--- src/hdl/tlca_ram.sv ---
// ----------------------------------------------------------------------------
// Tree ancestor / LCA engine node memory
// One write port and two read ports, read data registered.
// ----------------------------------------------------------------------------
module tlca_ram #(
   parameter int DATA_W = 8,
   parameter int ADDR_W = 4
) (
   input  logic              clock,
   input  logic              wr_en,
   input  logic [ADDR_W-1:0] wr_addr,
   input  logic [DATA_W-1:0] wr_data,
   input  logic [ADDR_W-1:0] rd_addr_a,
   output logic [DATA_W-1:0] rd_data_a,
   input  logic [ADDR_W-1:0] rd_addr_b,
   output logic [DATA_W-1:0] rd_data_b
);

   logic [DATA_W-1:0] mem [2**ADDR_W];
   logic [DATA_W-1:0] rd_data_a_ff;
   logic [DATA_W-1:0] rd_data_b_ff;

   always_ff @(posedge clock) begin
      if (wr_en) begin
         mem[wr_addr] <= wr_data;
      end
   end

   always_ff @(posedge clock) begin
      rd_data_a_ff <= mem[rd_addr_a];
      rd_data_b_ff <= mem[rd_addr_b];
   end

   assign rd_data_a = rd_data_a_ff;
   assign rd_data_b = rd_data_b_ff;

endmodule

--- config.mk ---
export PLATFORM = sky130hd
export DESIGN_NAME = tlca_ram
export DESIGN_NICKNAME = d
export VERILOG_FILES = /design/src/hdl/tlca_ram.sv
export SDC_FILE = /design/constraint.sdc
export NUM_CORES = 1
export LEC_CHECK = 0
export ABC_AREA = 1
export ABC_CLOCK_PERIOD_IN_PS = 2000
export BUFFER_PORTS_ARGS = -buffer_cell sky130_fd_sc_hd__buf_4
export CAP_MARGIN = 5
export CORE_MARGIN = 2
export CORE_UTILIZATION = 41
export CTS_CLUSTER_DIAMETER = 100
export DETAILED_ROUTE_END_ITERATION = 8
export PLACE_DENSITY = 0.64
export SETUP_SLACK_MARGIN = 0.3
export SLEW_MARGIN = 40
export SYNTH_ARGS = -nofsm -noshare
export SYNTH_HDL_FRONTEND = slang
export SYNTH_SLANG_ARGS = --single-unit
--- constraint.sdc ---
create_clock -name clock -period 2 [get_ports clock]
set_input_delay 0.3 -clock clock [delete_from_list [all_inputs] [get_ports clock]]
set_output_delay 0.3 -clock clock [all_outputs]
set_load 0.005 [all_outputs]
==> results of run 1 <==
## final cells by class
class	count	area (um2)	area share (%)
repair buffers	67	591	7.03
clock buffers	19	453	5.39
multi-input cells	521	2240	26.7
well taps	225	282	3.35
inverters	138	518	6.17
clock inverters	13	150	1.79
flip-flops and latches	144	4160	49.6
## layout by cell type (no fill, tap or decap), types with 4 or more instances in the layout
cell type / Yosys / layout
nand2_1: 277 / 277
nand3_1: 225 / 225
inv_1: 134 / 134
edfxtp_1: 128 / 128
buf_4: 4 / 60
nor2_1: 17 / 17
clkbuf_16: 0 / 17
dfxtp_1: 16 / 16
buf_12: 0 / 7
clkinvlp_4: 0 / 5
inv_6: 0 / 5
inv_2: 4 / 4
## per-stage QoR
stage	instances	instance area [um2]	utilization, %	power, W
after global placement	1095	7800	45.1	0.00417
after floorplan	851	7260	-	0.00388
after detailed placement	1095	7800	45.1	0.00418
after CTS	1127	8400	48.6	0.00736
after global routing	1127	8400	48.6	0.00757
final	1127	8400	48.6	0.00734
## flip-flops by register name, indices dropped and copies added, names as in the netlist
register,cells
rd_data_b,8
mem,128
rd_data_a,8
## layer usage
| layer | wire (um) | up-vias |
|---|---|---|
| met5 | 0 | - |
| met4 | 585 | 0 |
| met3 | 1560 | 43 |
| met2 | 9460 | 301 |
| met1 | 8640 | 2699 |
| li1 | - | 2816 |
## report_power, final
group | switching [W] | internal (W)
registers | 0.0000318 | 0.00336
clock network | 0.00130 | 0.00192
logic | 0.000473 | 0.000254
total | 0.00181 | 0.00554
## worst paths after layout
| path | startpoint | endpoint | slack, ns |
|---|---|---|---|
| setup / recovery | rd_data_b[4]$_DFF_P_ | rd_data_b[4] | 0.73 |
| hold / removal | wr_data[4] | mem[11][4]$_DFFE_PP_ | 0.19 |
| setup reg to reg | mem[7][3]$_DFFE_PP_ | rd_data_a[3]$_DFF_P_ | 0.93 |
| hold reg to reg | mem[10][4]$_DFFE_PP_ | rd_data_a[4]$_DFF_P_ | 0.69 |
## cell families after synthesis
kind of cell           share of synthesized area, %
and+or+nand+nor                                30.9
buffers and inverters                          11.7
DFF                                            57.4
==> reports/qor.csv, run 1 <==
stage,metric,value,unit
logic_synthesis,synth.avg_cell_area,8.53,um2
logic_synthesis,synth_flop_cell,edfxtp_1,
timing,tightestPinTransition,0.630,ns
clock_tree,cts_made_buffers,17,
power_and_ir_drop,power.leakage,3.79,nW
critical_path,crit_buf_inv,1,
global_routing,grt_pass1_wl,31100,um
route,viasPerCell,5.20,
global_routing,grt.met3_usage,4.85,%
global_routing,grt_usage,22.8,%
power_and_ir_drop,pwr_density_cell,874,nW/um2
die,floorplan.die.height,137,um
logic_synthesis,synth_area_leaders,"edfxtp_1 53%, nand3_1 16%, nand2_1 14%, inv_1 6.9%, dfxtp_1 4.4%",
timing,setup_violations,0,
clock_tree,numClockSinks,144,
route,wl_per_cell,18.0,um
die,io_pins,38,
critical_path,worst-endpoint-required,1.70,ns
clock_tree,postCtsSetupRepairBufs,0,
placed_design,numPortBuffers,37,
route,drt_first_pass_iters,7,
clock_tree,clk_pin_slew,0.06,ns
clock_tree,ctsHoldBuffers,0,
critical_path,crit_slowest_cell,dfxtp_1,
global_routing,grt_busiest_layer,met2,
global_routing,antenna_found_initial,0,
global_routing,grt_use_met2,36.1,%
logic_synthesis,synth_common_cells,"277 x nand2_1, 225 x nand3_1, 134 x inv_1, 128 x edfxtp_1, 26 x buf_2",
route,vias,5859,
finish,fillers,1652,
logic_synthesis,yosysTopAreaCell,edfxtp_1,
critical_path,setup.worst_path.end_class,output pin,
logic_synthesis,synth_most_common_cell,nand2_1,
clock_tree,clock_latency,0.43,ns
clock_tree,htreeDepth,4,
placed_design,post-place-ws,0.505,ns
die,initial_core_util,42.0,%
logic_synthesis,syn_inst,851,
timing,grt_setup_unrepaired,false,
flow_run,drv_cap,0,
critical_path,cpLargestDelayFamily,flip-flops,
clock_tree,clock_tree.buffer_depth,2,
critical_path,cp.arrival,0.97,ns
clock_tree,root_buffer,clkbuf_16,
timing,holdWs,0.187,ns
timing,period_minus_slack,1.27,ns
worst_hold_path,holdPathStages,1,
placed_design,dp.final_hpwl,12700,um
logic_synthesis,synth_top_area_share,52.9,%
route,ant_nets,0,
logic_synthesis,yosys_warnings,0,
finish,drive_gt1_share,11.4,%
timing,finalClockSkew,0.00840,ns
global_routing,grt_pass1_vias,5569,
timing,hold_violations,0,
timing,slew_headroom,57.8,%
route,post-route-drc-count,0,
die,placementRows,48,
logic_synthesis,synth_area,7260,um2
timing,max_freq,790,MHz
die,core_area,17300,um2
global_routing,grtUsageMet1,30.3,%
critical_path,slowest_delay,0.40,ns
placed_design,gp_congestion,0.847,
critical_path,reg2reg_depth,6,
route,wl,20200,um
clock_tree,tritoncts,yes,
logic_synthesis,ys_seq_area_share,57.4,%
timing,final.setup.tns,0,ns
timing,postLayoutSetupSlackWorst,0.734,ns
power_and_ir_drop,peakVddDrop,0.560,mV
global_routing,grt_max_degree,65,
logic_synthesis,syn_nets,873,
logic_synthesis,async_flop_share,0,%
logic_synthesis,synth-seq-cells,144,
die,die_x,137,um
route,first_iter_violations,836,
critical_path,crit_chain,buf_4,
timing,slew_viol_final,0,
critical_path,crit_type,flip-flop to output pin,
logic_synthesis,synth_edf_count,128,
global_routing,grt_overflow,0,
logic_synthesis,ys_types,13,
finish,num_antenna_cells,0,
critical_path,worst-path-stages,1,
worst_hold_path,hold_path_class,primary input to flip-flop,
finish,fin_nets,911,
timing,period_share,63.3,%
clock_tree,cts_resized,0,
finish,area_growth,15.7,%
critical_path,cp-start-kind,flip-flop,
die,die-area,18800,um2
run_status,status,finished clean,
critical_path,crit_fanout,1,
Power figures use the tool's default switching activity.
==> run 2: changes to the inputs <==
- ABC_AREA: 1 -> 0
- ABC_CLOCK_PERIOD_IN_PS: 2000 -> 1000
- PLACE_DENSITY: 0.64 -> 0.67
- clock period: 2 -> 1 ns (I/O delays scaled with it)
==> run 2 against run 1 <==
  * The flow now finishes with violations (negative setup slack)
  * Critical endpoint is now rd_data_a[0]$_DFF_P_
  * Clock skew about the same
  * Clock power up 100%
  * Final cell count is 48% lower
  * Register-to-register slack worse by 1.3 ns
  * Setup slack lost 1.1 ns
  * Critical path depth grew 2
  * Design area shrank 2.4%
  * First-iteration DRC count decreased by 62%
  * Via count decreased by 42%
  * Power is 100% higher
  * Critical path type is now flip-flop to flip-flop
  * Count of clock-buffer cells in the layout up 3
  * Largest cell class unchanged
==> reports/qor.csv, run 2 <==
stage,metric,value,unit,change
finish,layout_commonest_cell,edfxtp_1,,was nand2_1
critical_path,setup.worst_path.end_class,flip-flop,,was output pin
die,floorplan.die.height,128,um,was 137 um
logic_synthesis,synth_edf_count,128,,unchanged
logic_synthesis,synth-seq-cells,144,,unchanged
power_and_ir_drop,peakVddDrop,1.29,mV,was 0.560 mV
timing,grt_setup_unrepaired,true,,was false
route,post-route-drc-count,0,,unchanged
logic_synthesis,synth_area,6350,um2,was 7260 um2
timing,setup_violations,18,,was 0
route,viasPerCell,5.78,,was 5.20
flow_run,drv_cap,0,,unchanged
logic_synthesis,synth.avg_cell_area,20.7,um2,was 8.53 um2
power_and_ir_drop,power.leakage,2.73,nW,was 3.79 nW
logic_synthesis,yosys_warnings,0,,unchanged
timing,period_share,138,%,
route,wl_per_cell,25.2,um,was 18.0 um
route,first_iter_violations,316,,was 836
logic_synthesis,syn_nets,329,,was 873
route,wl,14800,um,was 20200 um
finish,regMostFlops,mem,,unchanged
die,die-area,16500,um2,was 18800 um2
critical_path,cp.arrival,1.68,ns,was 0.97 ns
logic_synthesis,ys_types,20,,was 13
timing,finalClockSkew,0.00855,ns,was 0.00840 ns
clock_tree,clk_pin_slew,0.06,ns,about the same
clock_tree,numClockSinks,144,,unchanged
timing,tightestPinTransition,0.657,ns,was 0.630 ns
logic_synthesis,ys_seq_area_share,65.6,%,was 57.4%
critical_path,crit_fanout,2,,was 1
finish,area_growth,29.2,%,was 15.7%
logic_synthesis,synth_top_area_share,60.6,%,was 52.9%
timing,postLayoutSetupSlackWorst,-0.382,ns,was 0.734 ns
logic_synthesis,synth_flop_cell,edfxtp_1,,unchanged
clock_tree,clock_latency,0.41,ns,was 0.43 ns
global_routing,grt_usage,19.4,%,was 22.8%
logic_synthesis,async_flop_share,0,%,unchanged
clock_tree,htreeDepth,4,,unchanged
finish,fin_cells,588,,was 1127
global_routing,antenna_found_initial,2,,was 0
die,die_x,128,um,was 137 um
die,placementRows,45,,was 48
logic_synthesis,yosysTopAreaCell,edfxtp_1,,unchanged
logic_synthesis,synth_common_cells,"128 x edfxtp_1, 34 x mux4_2, 32 x a22oi_1, 28 x mux4_1, 17 x nand2_1",,"was 277 x nand2_1, 225 x nand3_1, 134 x inv_1, 128 x edfxtp_1, 26 x buf_2"
critical_path,worst-endpoint-required,1.30,ns,was 1.70 ns
timing,slew_viol_final,0,,unchanged
timing,period_minus_slack,1.38,ns,
worst_hold_path,holdPathStages,1,,unchanged
logic_synthesis,synth_area_leaders,"edfxtp_1 61%, mux4_2 12%, mux4_1 12%, dfxtp_1 5.0%, a22oi_1 3.8%",,"was edfxtp_1 53%, nand3_1 16%, nand2_1 14%, inv_1 6.9%, dfxtp_1 4.4%"
placed_design,post-place-ws,-0.540,ns,was 0.505 ns
placed_design,dpl.cell_count,552,,was 1095
timing,hold_violations,0,,unchanged
placed_design,gp_congestion,0.792,,was 0.847
worst_hold_path,hold_path_class,primary input to flip-flop,,unchanged
finish,drive_gt1_share,56.0,%,was 11.4%
timing,max_freq,724,MHz,
global_routing,grt_overflow,0,,unchanged
global_routing,grt_pass1_wl,22300,um,was 31100 um
logic_synthesis,syn_inst,307,,was 851
finish,largest_register_ffs,128,,unchanged
power_and_ir_drop,pwr_density_cell,1800,nW/um2,was 874 nW/um2
placed_design,dp.final_hpwl,9840,um,was 12700 um
clock_tree,root_buffer,clkbuf_16,,unchanged
run_status,violations,negative setup slack,,
finish,layout_common_cells,"128 x edfxtp_1, 60 x mux4_2, 31 x buf_4",,"was 277 x nand2_1, 225 x nand3_1, 134 x inv_1"
die,initial_core_util,41.9,%,was 42.0%
route,vias,3399,,was 5859
critical_path,reg2reg_depth,3,,was 6
timing,slew_headroom,56.0,%,was 57.8%
placed_design,numPortBuffers,37,,unchanged
route,ant_nets,0,,unchanged
logic_synthesis,synth_most_common_cell,edfxtp_1,,was nand2_1
die,io_pins,38,,unchanged
route,drt_first_pass_iters,4,,was 7
run_status,status,"complete, but fails checks",,was finished clean
critical_path,cp-start-kind,flip-flop,,unchanged
finish,fin_nets,407,,was 911
clock_tree,cts_made_buffers,17,,unchanged
global_routing,grt_pass1_vias,3617,,was 5569
die,core_area,15100,um2,was 17300 um2
clock_tree,tritoncts,yes,,unchanged
clock_tree,clock_tree.buffer_depth,2,,unchanged
critical_path,crit_type,flip-flop to flip-flop,,was flip-flop to output pin
global_routing,grt_max_degree,17,,was 65
run 2: cell type report:
cell class | count | area [um2]
sequential | 144 | 4180
multi-input combinational | 143 | 2160
tap | 188 | 235
timing repair buffer | 79 | 996
antenna | 2 | 5.00
clock inverter | 10 | 160
fill | 1148 | 6940
clock buffer | 22 | 464
run 2: kinds of logic after synthesis:
kind of cell           share of synthesized area (%)
AO/OA/AOI/OAI                                   3.79
buffers and inverters                           2.72
AND/OR/NAND/NOR                                 3.43
multiplexers                                    24.4
flip-flops                                      65.6
run 2: worst paths after layout:
kind / start / endpoint / slack (ns)
worst min-delay path: wr_data[3] / mem[0][3]$_DFFE_PP_ / 0.04
worst max-delay path: mem[2][0]$_DFFE_PP_ / rd_data_a[0]$_DFF_P_ / -0.38
worst min register to register: mem[14][7]$_DFFE_PP_ / rd_data_a[7]$_DFF_P_ / 0.70
worst max register to register: mem[2][0]$_DFFE_PP_ / rd_data_a[0]$_DFF_P_ / -0.38
run 2: power breakdown:
| part | internal (W) | switching, W | total, W |
|---|---|---|---|
| logic | 0.000732 | 0.000615 | 0.00135 |
| clock network | 0.00430 | 0.00226 | 0.00656 |
| registers | 0.00675 | 0.0000910 | 0.00684 |
| total | 0.0118 | 0.00297 | 0.0147 |
run 2: timing repair:
item,CTS,global route
pin swaps,10,3
resized for setup,42,12
hold buffers,0,0
setup buffers,2,0
setup endpoints to repair,152,146
run 2: critical path, cell delays in order, from the launching register on:
cell and delay, ns:
edfxtp_1 0.40, mux4_4 0.61, a22oi_2 0.20, nand2_1 0.07
run 2: metal layers:
| metal | global-route usage, % | vias up | share of wire (%) |
|---|---|---|---|
| met5 | 0 | - | 0 |
| met4 | 6.01 | 0 | 0.97 |
| met3 | 5.95 | 11 | 7.5 |
| met2 | 32.2 | 119 | 52 |
| met1 | 24.9 | 1790 | 39 |
| li1 | - | 1479 | - |
run 2: per-stage QoR:
step           cell area, um2  total power (W)  TNS [ns]  hold slack (ns)  util [%]
2_1_floorplan            6480          0.00762    -15.00            0.249         -
3_3_place_gp             7370          0.00816    -43.90            0.441      48.6
3_5_place_dp             7380          0.00819    -45.00            0.446      48.7
4_1_cts                  8150           0.0148     -4.63           0.0155      53.8
5_1_grt                  8200           0.0152     -5.60           0.0320      54.1
6_report                 8200           0.0147     -4.55           0.0371      54.2
